**config.mk**
```make
export PLATFORM = sky130hd
export DESIGN_NAME = bounded_array_list_engine
export DESIGN_NICKNAME = d
export VERILOG_FILES = /design/src/sv/bale_pkg.sv /design/src/sv/bounded_array_list_engine.sv /design/src/sv/bale_cell.sv /design/src/sv/bale_ctrl.sv
export VERILOG_INCLUDE_DIRS = /design/src /design/src/sv
export SDC_FILE = /design/constraint.sdc
export NUM_CORES = 2
export LEC_CHECK = 0
export BUFFER_PORTS_ARGS = -buffer_cell sky130_fd_sc_hd__buf_4
export CORE_AREA = 3 3 273 275
export DETAILED_ROUTE_END_ITERATION = 6
export DIE_AREA = 0 0 276 278
export PLACE_DENSITY = 0.73
export SLEW_MARGIN = 20
export SYNTH_ARGS = -nofsm -noshare
export SYNTH_HDL_FRONTEND = slang
export SYNTH_SLANG_ARGS = --single-unit
```
**constraint.sdc**
```tcl
create_clock -name clk -period 7.97 [get_ports clk]
set_clock_uncertainty 0.05 [all_clocks]
set_input_delay 1.1955 -clock clk [delete_from_list [all_inputs] [get_ports clk]]
set_output_delay 1.1955 -clock clk [all_outputs]
set_load 0.05 [all_outputs]
```
**src/sv/bounded_array_list_engine_macros.svh**
```systemverilog
// Assertion macros shared by the list engine RTL.
`ifndef BOUNDED_ARRAY_LIST_ENGINE_MACROS_SVH
`define BOUNDED_ARRAY_LIST_ENGINE_MACROS_SVH

`ifndef SYNTHESIS
// Check that a condition holds at every clock edge out of reset.
`define BALE_ASSERT_ALWAYS(lbl, ck, rs, cond) \
  lbl: assert property (@(posedge ck) disable iff (rs) (cond)) \
    else $error("list engine check failed");
// Check that a consequence holds in the same cycle as its trigger.
`define BALE_ASSERT_IMPLY(lbl, ck, rs, ante, cons) \
  lbl: assert property (@(posedge ck) disable iff (rs) (ante) |-> (cons)) \
    else $error("list engine check failed");
`else
`define BALE_ASSERT_ALWAYS(lbl, ck, rs, cond)
`define BALE_ASSERT_IMPLY(lbl, ck, rs, ante, cons)
`endif

`endif

```
**src/sv/bale_pkg.sv**
```systemverilog
// Shared types and codes for the bounded list engine.
package bale_pkg;

  // Action codes carried by a request transaction
  localparam logic [2:0] ACT_CLEAR  = 3'd0;
  localparam logic [2:0] ACT_INSERT = 3'd1;
  localparam logic [2:0] ACT_DELETE = 3'd2;
  localparam logic [2:0] ACT_LOCATE = 3'd3;
  localparam logic [2:0] ACT_SORTED = 3'd4;

  // Status codes returned with each response
  localparam logic [1:0] ST_OK        = 2'd0;
  localparam logic [1:0] ST_BAD_POS   = 2'd1;
  localparam logic [1:0] ST_FULL      = 2'd2;
  localparam logic [1:0] ST_NOT_FOUND = 2'd3;

  localparam int DATA_W = 32;
  localparam int FIELD_W = 5;

  // Operation broadcast to every cell of the chain
  typedef enum logic [2:0] {
    OP_HOLD,
    OP_OPEN,
    OP_CLOSE,
    OP_CMP_EQ,
    OP_CMP_GT,
    OP_SHIFT
  } cell_op_t;

  typedef struct packed {
    cell_op_t                  op;
    logic signed [DATA_W-1:0]  value;
  } cell_cmd_t;

  typedef enum logic [1:0] {
    S_IDLE,
    S_COMPARE,
    S_SCAN,
    S_COMMIT
  } state_t;

endpackage

```
**src/sv/bounded_array_list_engine.sv**
```systemverilog
// Top level of the bounded list engine: sequencer plus a chain of slot cells.
//
//   channel | handshake            | payload
//   req     | req_valid/req_ready  | action, position, data_value
//   rsp     | rsp_valid/rsp_ready  | status, location, entry_count
//
// Clear, insert, delete and unused actions go from idle straight to the commit step.
// Locate and sorted insert compare in every cell at once, then shift the match
// flags one cell per cycle toward slot zero, until a hit reaches slot zero or
// the scan has passed every entry.
// Reset empties the list at once; no clearing pass. A stalled response holds
// the sequencer in its commit step; the next request is taken once it lands.
module bounded_array_list_engine import bale_pkg::*; #(
  parameter int CAPACITY = 16
) (
  input  logic                     clk,
  input  logic                     rst,
  input  logic                     req_valid,
  output logic                     req_ready,
  input  logic [2:0]               action,
  input  logic [FIELD_W-1:0]       position,
  input  logic signed [DATA_W-1:0] data_value,
  output logic                     rsp_valid,
  input  logic                     rsp_ready,
  output logic [1:0]               status,
  output logic [FIELD_W-1:0]       location,
  output logic [FIELD_W-1:0]       entry_count
);

`include "bounded_array_list_engine_macros.svh"

  localparam int IDX_W = $clog2(CAPACITY);
  localparam int CNT_W = $clog2(CAPACITY + 1);
  localparam logic [CNT_W-1:0] CAP_CNT = CNT_W'(CAPACITY);

  cell_cmd_t                cmd;
  logic [IDX_W-1:0]         target;
  logic [CNT_W-1:0]         count;
  logic signed [DATA_W-1:0] entry [CAPACITY];
  logic                     flag [CAPACITY];

  // Sequencer
  bale_ctrl #(
    .CAPACITY(CAPACITY)
  ) u_ctrl (
    .clk        (clk),
    .rst        (rst),
    .req_valid  (req_valid),
    .req_ready  (req_ready),
    .action     (action),
    .position   (position),
    .data_value (data_value),
    .rsp_valid  (rsp_valid),
    .rsp_ready  (rsp_ready),
    .status     (status),
    .location   (location),
    .entry_count(entry_count),
    .cmd        (cmd),
    .target     (target),
    .count      (count),
    .flag_head  (flag[0])
  );

  // Chain of slot cells; the end entries tie back to themselves, the last next flag is zero
  for (genvar i = 0; i < CAPACITY; i++) begin : g_cell
    logic signed [DATA_W-1:0] prev_entry;
    logic signed [DATA_W-1:0] next_entry;
    logic                     next_flag;

    if (i == 0) begin : g_first
      assign prev_entry = entry[0];
    end else begin : g_mid_lo
      assign prev_entry = entry[i-1];
    end

    if (i == CAPACITY - 1) begin : g_last
      assign next_entry = entry[i];
      assign next_flag  = 1'b0;
    end else begin : g_mid_hi
      assign next_entry = entry[i+1];
      assign next_flag  = flag[i+1];
    end

    bale_cell #(
      .CAPACITY(CAPACITY),
      .INDEX   (i)
    ) u_cell (
      .clk       (clk),
      .rst       (rst),
      .cmd       (cmd),
      .target    (target),
      .count     (count),
      .prev_entry(prev_entry),
      .next_entry(next_entry),
      .next_flag (next_flag),
      .entry     (entry[i]),
      .flag      (flag[i])
    );
  end

  // Checks on the sequencer and the cell commands
  `BALE_ASSERT_ALWAYS(a_count_bound, clk, rst, count <= CAP_CNT)
  `BALE_ASSERT_IMPLY(a_open_room, clk, rst, cmd.op == OP_OPEN, count < CAP_CNT)
  `BALE_ASSERT_IMPLY(a_close_nonempty, clk, rst, cmd.op == OP_CLOSE, count != '0)

endmodule

```
**src/sv/bale_cell.sv**
```systemverilog
// One slot of the list: holds an entry and a match flag, talks to its neighbors.
module bale_cell import bale_pkg::*; #(
  parameter int CAPACITY = 16,
  parameter int INDEX = 0
) (
  input  logic                     clk,
  input  logic                     rst,
  input  cell_cmd_t                cmd,
  input  logic [$clog2(CAPACITY)-1:0]   target,
  input  logic [$clog2(CAPACITY+1)-1:0] count,
  input  logic signed [DATA_W-1:0] prev_entry,
  input  logic signed [DATA_W-1:0] next_entry,
  input  logic                     next_flag,
  output logic signed [DATA_W-1:0] entry,
  output logic                     flag
);

  localparam int IDX_W = $clog2(CAPACITY);
  localparam int CNT_W = $clog2(CAPACITY + 1);
  localparam logic [IDX_W-1:0] MY_IDX = IDX_W'(INDEX);
  localparam logic [CNT_W-1:0] MY_CNT = CNT_W'(INDEX);

  // Shift the entry up on open, down on close, or load the new value
  always_ff @(posedge clk) begin
    case (cmd.op)
      OP_OPEN: begin
        if (MY_IDX > target) begin
          entry <= prev_entry;
        end else if (MY_IDX == target) begin
          entry <= cmd.value;
        end
      end
      OP_CLOSE: begin
        if (MY_IDX >= target) begin
          entry <= next_entry;
        end
      end
      default: ;
    endcase
  end

  // Compare against the broadcast value, then hand flags toward slot zero
  always_ff @(posedge clk) begin
    if (rst) begin
      flag <= 1'b0;
    end else begin
      case (cmd.op)
        OP_CMP_EQ: flag <= (MY_CNT < count) && (entry == cmd.value);
        OP_CMP_GT: flag <= (MY_CNT < count) && (entry > cmd.value);
        OP_SHIFT:  flag <= next_flag;
        default: ;
      endcase
    end
  end

endmodule

```
**src/sv/bale_ctrl.sv**
```systemverilog
// Sequencer: takes requests, drives the cell chain, and registers responses.
module bale_ctrl import bale_pkg::*; #(
  parameter int CAPACITY = 16
) (
  input  logic                     clk,
  input  logic                     rst,
  input  logic                     req_valid,
  output logic                     req_ready,
  input  logic [2:0]               action,
  input  logic [FIELD_W-1:0]       position,
  input  logic signed [DATA_W-1:0] data_value,
  output logic                     rsp_valid,
  input  logic                     rsp_ready,
  output logic [1:0]               status,
  output logic [FIELD_W-1:0]       location,
  output logic [FIELD_W-1:0]       entry_count,
  output cell_cmd_t                cmd,
  output logic [$clog2(CAPACITY)-1:0]   target,
  output logic [$clog2(CAPACITY+1)-1:0] count,
  input  logic                     flag_head
);

  localparam int IDX_W = $clog2(CAPACITY);
  localparam int CNT_W = $clog2(CAPACITY + 1);
  localparam int PW = (CNT_W > FIELD_W) ? CNT_W : FIELD_W;
  localparam logic [CNT_W-1:0] CAP_CNT = CNT_W'(CAPACITY);

  state_t                   state, state_next;
  logic [2:0]               act;
  logic [FIELD_W-1:0]       pos;
  logic signed [DATA_W-1:0] value;
  logic [CNT_W-1:0]         scan_idx;
  logic                     found;
  logic                     scan_done;
  logic                     commit_go;
  logic [CNT_W-1:0]         count_next;
  logic [1:0]               status_next;
  logic [PW-1:0]            loc_next;
  logic [PW-1:0]            pos_ext;
  logic [PW-1:0]            cnt_ext;
  logic [PW-1:0]            cnt_next_ext;
  logic [CNT_W-1:0]         sorted_at;

  assign pos_ext = PW'(pos);
  assign cnt_ext = PW'(count);
  assign scan_done = flag_head || ((scan_idx + CNT_W'(1)) >= count);
  assign commit_go = (state == S_COMMIT) && (!rsp_valid || rsp_ready);
  assign sorted_at = found ? scan_idx : count;
  assign cnt_next_ext = PW'(count_next);

  // Next state
  always_comb begin
    state_next = state;
    unique case (state)
      S_IDLE: begin
        if (req_valid) begin
          if (action == ACT_LOCATE || action == ACT_SORTED) begin
            state_next = S_COMPARE;
          end else begin
            state_next = S_COMMIT;
          end
        end
      end
      S_COMPARE: state_next = S_SCAN;
      S_SCAN: begin
        if (scan_done) begin
          state_next = S_COMMIT;
        end
      end
      S_COMMIT: begin
        if (commit_go) begin
          state_next = S_IDLE;
        end
      end
      default: state_next = S_IDLE;
    endcase
  end

  // Outputs: cell commands and the result of the pending action
  always_comb begin
    req_ready   = (state == S_IDLE);
    cmd.op      = OP_HOLD;
    cmd.value   = value;
    target      = '0;
    count_next  = count;
    status_next = ST_OK;
    loc_next    = '0;
    unique case (state)
      S_COMPARE: cmd.op = (act == ACT_LOCATE) ? OP_CMP_EQ : OP_CMP_GT;
      S_SCAN:    cmd.op = OP_SHIFT;
      S_COMMIT: begin
        unique case (act)
          ACT_CLEAR: count_next = '0;
          ACT_INSERT: begin
            if (pos_ext > cnt_ext) begin
              status_next = ST_BAD_POS;
            end else if (count == CAP_CNT) begin
              status_next = ST_FULL;
            end else begin
              cmd.op     = commit_go ? OP_OPEN : OP_HOLD;
              target     = pos_ext[IDX_W-1:0];
              count_next = count + CNT_W'(1);
            end
          end
          ACT_DELETE: begin
            if (pos_ext >= cnt_ext) begin
              status_next = ST_BAD_POS;
            end else begin
              cmd.op     = commit_go ? OP_CLOSE : OP_HOLD;
              target     = pos_ext[IDX_W-1:0];
              count_next = count - CNT_W'(1);
            end
          end
          ACT_LOCATE: begin
            if (found) begin
              loc_next = PW'(scan_idx) + PW'(1);
            end else begin
              status_next = ST_NOT_FOUND;
            end
          end
          ACT_SORTED: begin
            if (count == CAP_CNT) begin
              status_next = ST_FULL;
            end else begin
              cmd.op     = commit_go ? OP_OPEN : OP_HOLD;
              target     = sorted_at[IDX_W-1:0];
              count_next = count + CNT_W'(1);
            end
          end
          default: ;
        endcase
      end
      default: ;
    endcase
  end

  // Control registers
  always_ff @(posedge clk) begin
    if (rst) begin
      state     <= S_IDLE;
      count     <= '0;
      rsp_valid <= 1'b0;
    end else begin
      state <= state_next;
      if (commit_go) begin
        count     <= count_next;
        rsp_valid <= 1'b1;
      end else if (rsp_ready) begin
        rsp_valid <= 1'b0;
      end
    end
  end

  // Hold the request, track the scan, and load the response
  always_ff @(posedge clk) begin
    if (req_valid && req_ready) begin
      act   <= action;
      pos   <= position;
      value <= data_value;
    end
    if (state == S_COMPARE) begin
      scan_idx <= '0;
      found    <= 1'b0;
    end else if (state == S_SCAN) begin
      if (flag_head) begin
        found <= 1'b1;
      end else if (!scan_done) begin
        scan_idx <= scan_idx + CNT_W'(1);
      end
    end
    if (commit_go) begin
      status      <= status_next;
      location    <= loc_next[FIELD_W-1:0];
      entry_count <= cnt_next_ext[FIELD_W-1:0];
    end
  end

endmodule

```
; Word-level counts from Yosys, hierarchy flattened
; Cells that the tools add are included.
[op_classes]
n_addsub = 3
magnitude_cmp = 66
eq_ne = 80
mux = 110
n_bitwise = 2
n_reduce_logical = 65
[op_table]
columns = operator, count
row1 = $mux 32, 47
row2 = $pmux 32 s2, 15
row3 = $eq 32x32->1, 16
row4 = $gt 32x32->1, 16
row5 = $reduce_and 3->1, 17
row6 = $pmux 1 s3, 16
row7 = $ne 3x1->1 const B, 14
row8 = $lt 4x5->1 const A, 8
row9 = $ne 2x1->1 const B, 18
row10 = $logic_and 1x1->1, 34
row11 = $eq 4x4->1 const A, 8
row12 = $gt 4x4->1 const A, 8
row13 = $ge 4x4->1 const A, 7
row14 = $mux 4, 6
row15 = $lt 3x5->1 const A, 4
row16 = $mux 5, 4
row17 = $pmux 5 s4, 1
row18 = $pmux 3 s3, 2
row19 = $eq 3x4->1 const A, 4
row20 = $ge 3x4->1 const A, 4
row21 = $gt 3x4->1 const A, 4
row22 = $mux 2, 8
row23 = $pmux 2 s4, 2
row24 = $eq 3x2->1 const B, 5
row25 = 31 further kinds, 58
[totals]
ff_bits = 594
input_bits = 44
out_inout_bits = 14
elab_cells = 369

; Depth between registers and ports, before layout
[logic_depth]
depth_word = 11
ltp_mapped = 15

; Hierarchy
; A second synthesis with hierarchy kept.
[unflattened]
cells_unflattened = 4903
hier_area_um2 = 43709.4
[modules_own_cells]
columns = mod, n_inst, cells_each, area_each_um2, seq_area_each_um2
row1 = bale_ctrl, 1, 273, 3128.0, 1841.8
row2 = bale_cell (g_cell[2].u_cell), 1, 273, 2616.3, 980.9
row3 = bale_cell (g_cell[10].u_cell), 1, 314, 2595.0, 980.9
row4 = bale_cell (g_cell[14].u_cell), 1, 311, 2570.0, 980.9
row5 = bale_cell (g_cell[8].u_cell), 1, 272, 2567.5, 980.9
row6 = bale_cell (g_cell[4].u_cell), 1, 273, 2561.2, 980.9
row7 = bale_cell (g_cell[3].u_cell), 1, 303, 2560.0, 980.9
row8 = bale_cell (g_cell[6].u_cell), 1, 310, 2560.0, 980.9
row9 = bale_cell (g_cell[5].u_cell), 1, 271, 2558.7, 980.9
row10 = bale_cell (g_cell[12].u_cell), 1, 273, 2557.5, 980.9
row11 = bale_cell (g_cell[15].u_cell), 1, 308, 2553.7, 980.9
row12 = bale_cell (g_cell[1].u_cell), 1, 270, 2547.4, 980.9
row13 = bale_cell (g_cell[9].u_cell), 1, 306, 2539.9, 980.9
row14 = bale_cell (g_cell[11].u_cell), 1, 304, 2524.9, 980.9
row15 = +4 rows, --, --, --, --

; Worst setup path after synthesis
; OpenSTA, ideal clock, no wires.
[synth_path]
path_type = register to register
start = reg u_ctrl.count[4]
end = reg g_cell[6].u_cell.entry[0] (enable)
setup_ns = 0.513
arrival_ns = 5.938
t_required_ns = 7.407
slack_ns = 1.469
path_stages_with_launch = 12
n_path_buf = 3
cell_sequence = dfxtp_1 -> clkbuf_1 -> inv_1 -> ha_1 -> and3_1 -> o21ai_2 -> a21oi_1 -> o32ai_2 -> a32oi_1 -> buf_2 -> buf_2 -> nor4b_1
[synth_between]
elab_chain_cells = 8
elab_cells_between_ends = 23
[synth_lines]
columns = item, line
row1 = start: declaration, bale_ctrl.sv:19  ; output logic [$clog2(CAPACITY+1)-1:0] count,
row2 = start signal: assignment, bale_ctrl.sv:146  ; count <= count_next;
row3 = branches (longest 7 deep; another with $ge 5x5->1), --
row4 = $reduce_and 3->1 (no source line) (*), --
row5 = end signal: assignment, bale_cell.sv:28  ; entry <= prev_entry;
row6 = end signal: assignment, bale_cell.sv:30  ; entry <= cmd.value;
row7 = end signal: assignment, bale_cell.sv:35  ; entry <= next_entry;
row8 = end: declaration, bale_cell.sv:14  ; output logic signed [DATA_W-1:0] entry,
; Mark *: on every way between the ends.
; A chain may end at the register's enable or synchronous reset.

; Worst setup path in the final report
[layout_path]
start = reg u_ctrl.count[2]
end = reg g_cell[2].u_cell.entry[16] (data pin)
[layout_between]
elab_chain_cells = 8
elab_cells_between_ends = 20
[layout_lines]
columns = item, line
row1 = branches (longest 7 deep; another with $ge 5x5->1), --
row2 = $pmux 32 s2 (*), bale_cell.sv:25  ; case (cmd.op)
row3 = end signal: assignment, bale_cell.sv:28
row4 = end signal: assignment, bale_cell.sv:30
row5 = end signal: assignment, bale_cell.sv:35
row6 = end: declaration, bale_cell.sv:14
; Marked as above.

==> impl_metrics.tcl <==
set metrics [dict create \
    status "finished, final reports clean" \
    io_pins 58 \
    fin_crit_ns 5.516 \
    synth.largest_area_cell "edfxtp_1" \
    grt_pass1_wl_um 198400 \
    cts_buffers 70 \
    fin_area_um2 44950 \
    p_leak_nw 18.22 \
    yosysTopAreaCellShare 0.4045 \
    utilization 0.6193 \
    power_frac_comb 0.382 \
    grt_max_degree 229 \
    p_switching_mw 5.801 \
    root_buffer "clkbuf_16" \
    gp_congestion 0.9441 \
    drtIter0Drc 4660 \
    place_ws_ns 2.434 \
    grt_antenna_before_repair 7 \
    insertion_delay_ns 0.64 \
    max_freq_mhz 181.3 \
    dieWidth_um 276 \
    cts_tree "done" \
    ctsHtreeMaxLevel 3 \
    place_area_um2 42750 \
    post_drt_wl_per_cell_um 26.75 \
    synthTopCellsByCount "a21oi_1, edfxtp_1, nor2_1" \
    avgViaCountPerCell 6.675 \
    worst_hold_path_type "flip-flop to flip-flop" \
    finalSetupTns_ns 0 \
    clock_power_share 0.224 \
    vias 33020 \
    hold_viol_final 0 \
    synth_edf_count 564 \
    endpoint_kind "flip-flop" \
    critPathMaxFanout 25 \
    seq_area_frac_synth 0.4189 \
    netlist_instances 3998 \
    ant_nets 0 \
    drt_wl_total_um 132400 \
    die_h_um 278 \
    numClockSinks 594 \
    swShare 0.4072 \
    coreArea_um2 72590 \
    drv_cap 0 \
    clk_pin_slew_worst_paths_ns 0.06 \
    critPathArrivalTime_ns 5.80 \
    setup_viol 0 \
    ys_types 91 \
    initial_core_util 0.5768 \
    synth_most_common_cell "a21oi_1" \
    relSlewSlack 0.2368 \
    p_total_mw 14.24 \
    drc 0 \
    pwr-share-seq 0.394 \
    drt-pass1-iter-count 6 \
    fin_crit_sh 0.6921 \
    synthFlopType "edfxtp_1" \
    rsz0062_at_grt "false" \
    cts_resized 0 \
    rows 99 \
    synth_area_leaders "edfxtp_1, ha_1, mux2i_1, a21oi_1, nor2_1" \
    postLayoutSetupSlackWorst_ns 2.454 \
    syn_avg_cell_area_um2 10.47 \
    clockBufferDepth 3 \
    area_growth_syn_to_layout_pct 7.366 \
    holdBufCountCts 0 \
    ir_worst_vdd_mv 0.3579 \
    path_class "flip-flop to flip-flop" \
    p_per_area_nw_per_um2 316.8 \
    dp_hpwl_um 91720 \
    grt_usage 0.3378 \
    synth_nets 4573 \
    die_area_um2 76730 \
    tightest_slew_ns 1.135 \
    grt_overflow 0 \
    drive_gt1_frac 0.08379 \
    slew_viol_final 0 \
    yosys_warnings 0 \
    final_nets 4505 \
    grt_pass1_vias 31410 \
    p_int_mw 8.443 \
    required_ns 8.26 \
    post_cts_buffers 0 \
    synth_area_um2 41870 \
    ys_seq_elements 594 \
    cp-start-kind "flip-flop" \
    io_buffers 57 \
    synthArstFlopShare 0 \
]
[power by group through the flow]
stage	Clock, mW	Combinational (mW)	Sequential [mW]
after floorplan	0	3.59	5.25
after global placement	0	5.07	5.63
after detailed placement	0	5.25	5.63
after CTS	3.20	5.28	5.58
after global routing	3.34	5.93	5.69
final	3.19	5.44	5.62
[registers in the layout, summed over array words and instances, names as in the netlist]
register	count
g_cell.u_cell.entry	512
u_ctrl.value	32
g_cell.u_cell.flag	16
u_ctrl.count	5
u_ctrl.entry_count	5
u_ctrl.location	5
u_ctrl.pos	5
u_ctrl.scan_idx	5
u_ctrl.act	3
u_ctrl.state	2
u_ctrl.status	2
u_ctrl.found	1
u_ctrl.rsp_valid	1
[cell type report]
class,count,area [µm²]
clock inverter,37,262.8
tap,959,1200
clock buffer,91,1936
multi-input combinational,3070,22820
inverter,86,322.8
sequential,594,17540
fill,5904,27630
timing repair buffer,108,873.3
antenna,2,5.005
[per-stage QoR]
step	instances	hold WS [ns]
CTS	4945	0.4281
finish	4947	0.4291
global placement	4817	0.4138
global route	4945	0.4593
detailed placement	4817	0.4191
floorplan	3998	0.3963
[cells by family (layout without fill, tap and decap cells)]
| logic type | count (synthesis) | after routing | synth area share |
|---|---|---|---|
| AND/OR/NAND/NOR | 1012 | 1012 | 0.1121 |
| XOR/XNOR | 9 | 9 | 0.001883 |
| other | 0 | 2 | 0 |
| adder cells (fa/ha/maj) | 531 | 531 | 0.1587 |
| AO/OA/AOI/OAI | 1001 | 1001 | 0.1386 |
| flip-flops | 594 | 594 | 0.4189 |
| buffers and inverters | 334 | 322 | 0.04154 |
| multiplexers | 517 | 517 | 0.1284 |
[cell usage in the layout, fill, tap and decap left out, types with 19 or more instances in the layout]
cell type  instances
a21o_1            91
buf_4            103
dfxtp_1           30
nor2_1           550
a211oi_1          29
nor2b_1           35
nor3_1            30
mux2i_1          451
o211ai_1          19
inv_1             86
edfxtp_1         564
o21ai_0           82
nand3_1           52
nand2_1          111
mux2_2            35
nand4_1           91
ha_1             531
a21oi_1          652
mux2_4            31
clkbuf_16         74
nor4_1            25
[worst paths after layout]
path         cells after the start             startpoint  slack [ns]                          to
min reg2reg                      2  g_cell[4].u_cell.flag        0.43       g_cell[3].u_cell.flag
min                              2  g_cell[4].u_cell.flag        0.43       g_cell[3].u_cell.flag
max                             11        u_ctrl.count[2]        2.45  g_cell[2].u_cell.entry[16]
max reg2reg                     11        u_ctrl.count[2]        2.45  g_cell[2].u_cell.entry[16]
[routing by layer]
| layer | wire (µm) | global-route usage | vias up |
|---|---|---|---|
| met4 | 6363 | 0.1457 | 6 |
| met2 | 57310 | 0.5063 | 1794 |
| met1 | 53200 | 0.4641 | 15910 |
| met3 | 15440 | 0.08892 | 348 |
| met5 | 43 | 0 | - |
| li1 | - | - | 14960 |
[critical path: stages, from the launching register on]
cell	delay [ns]
dfxtp_1	0.64
inv_1	0.32
ha_1	0.37
nand3_1	0.16
nor2_1	0.30
a21oi_1	0.16
o32ai_2	0.51
and2_2	0.92
nand2b_2	0.98
buf_4	0.42
mux2i_1	0.25
a21oi_1	0.10
Power figures use the tool's default switching activity.
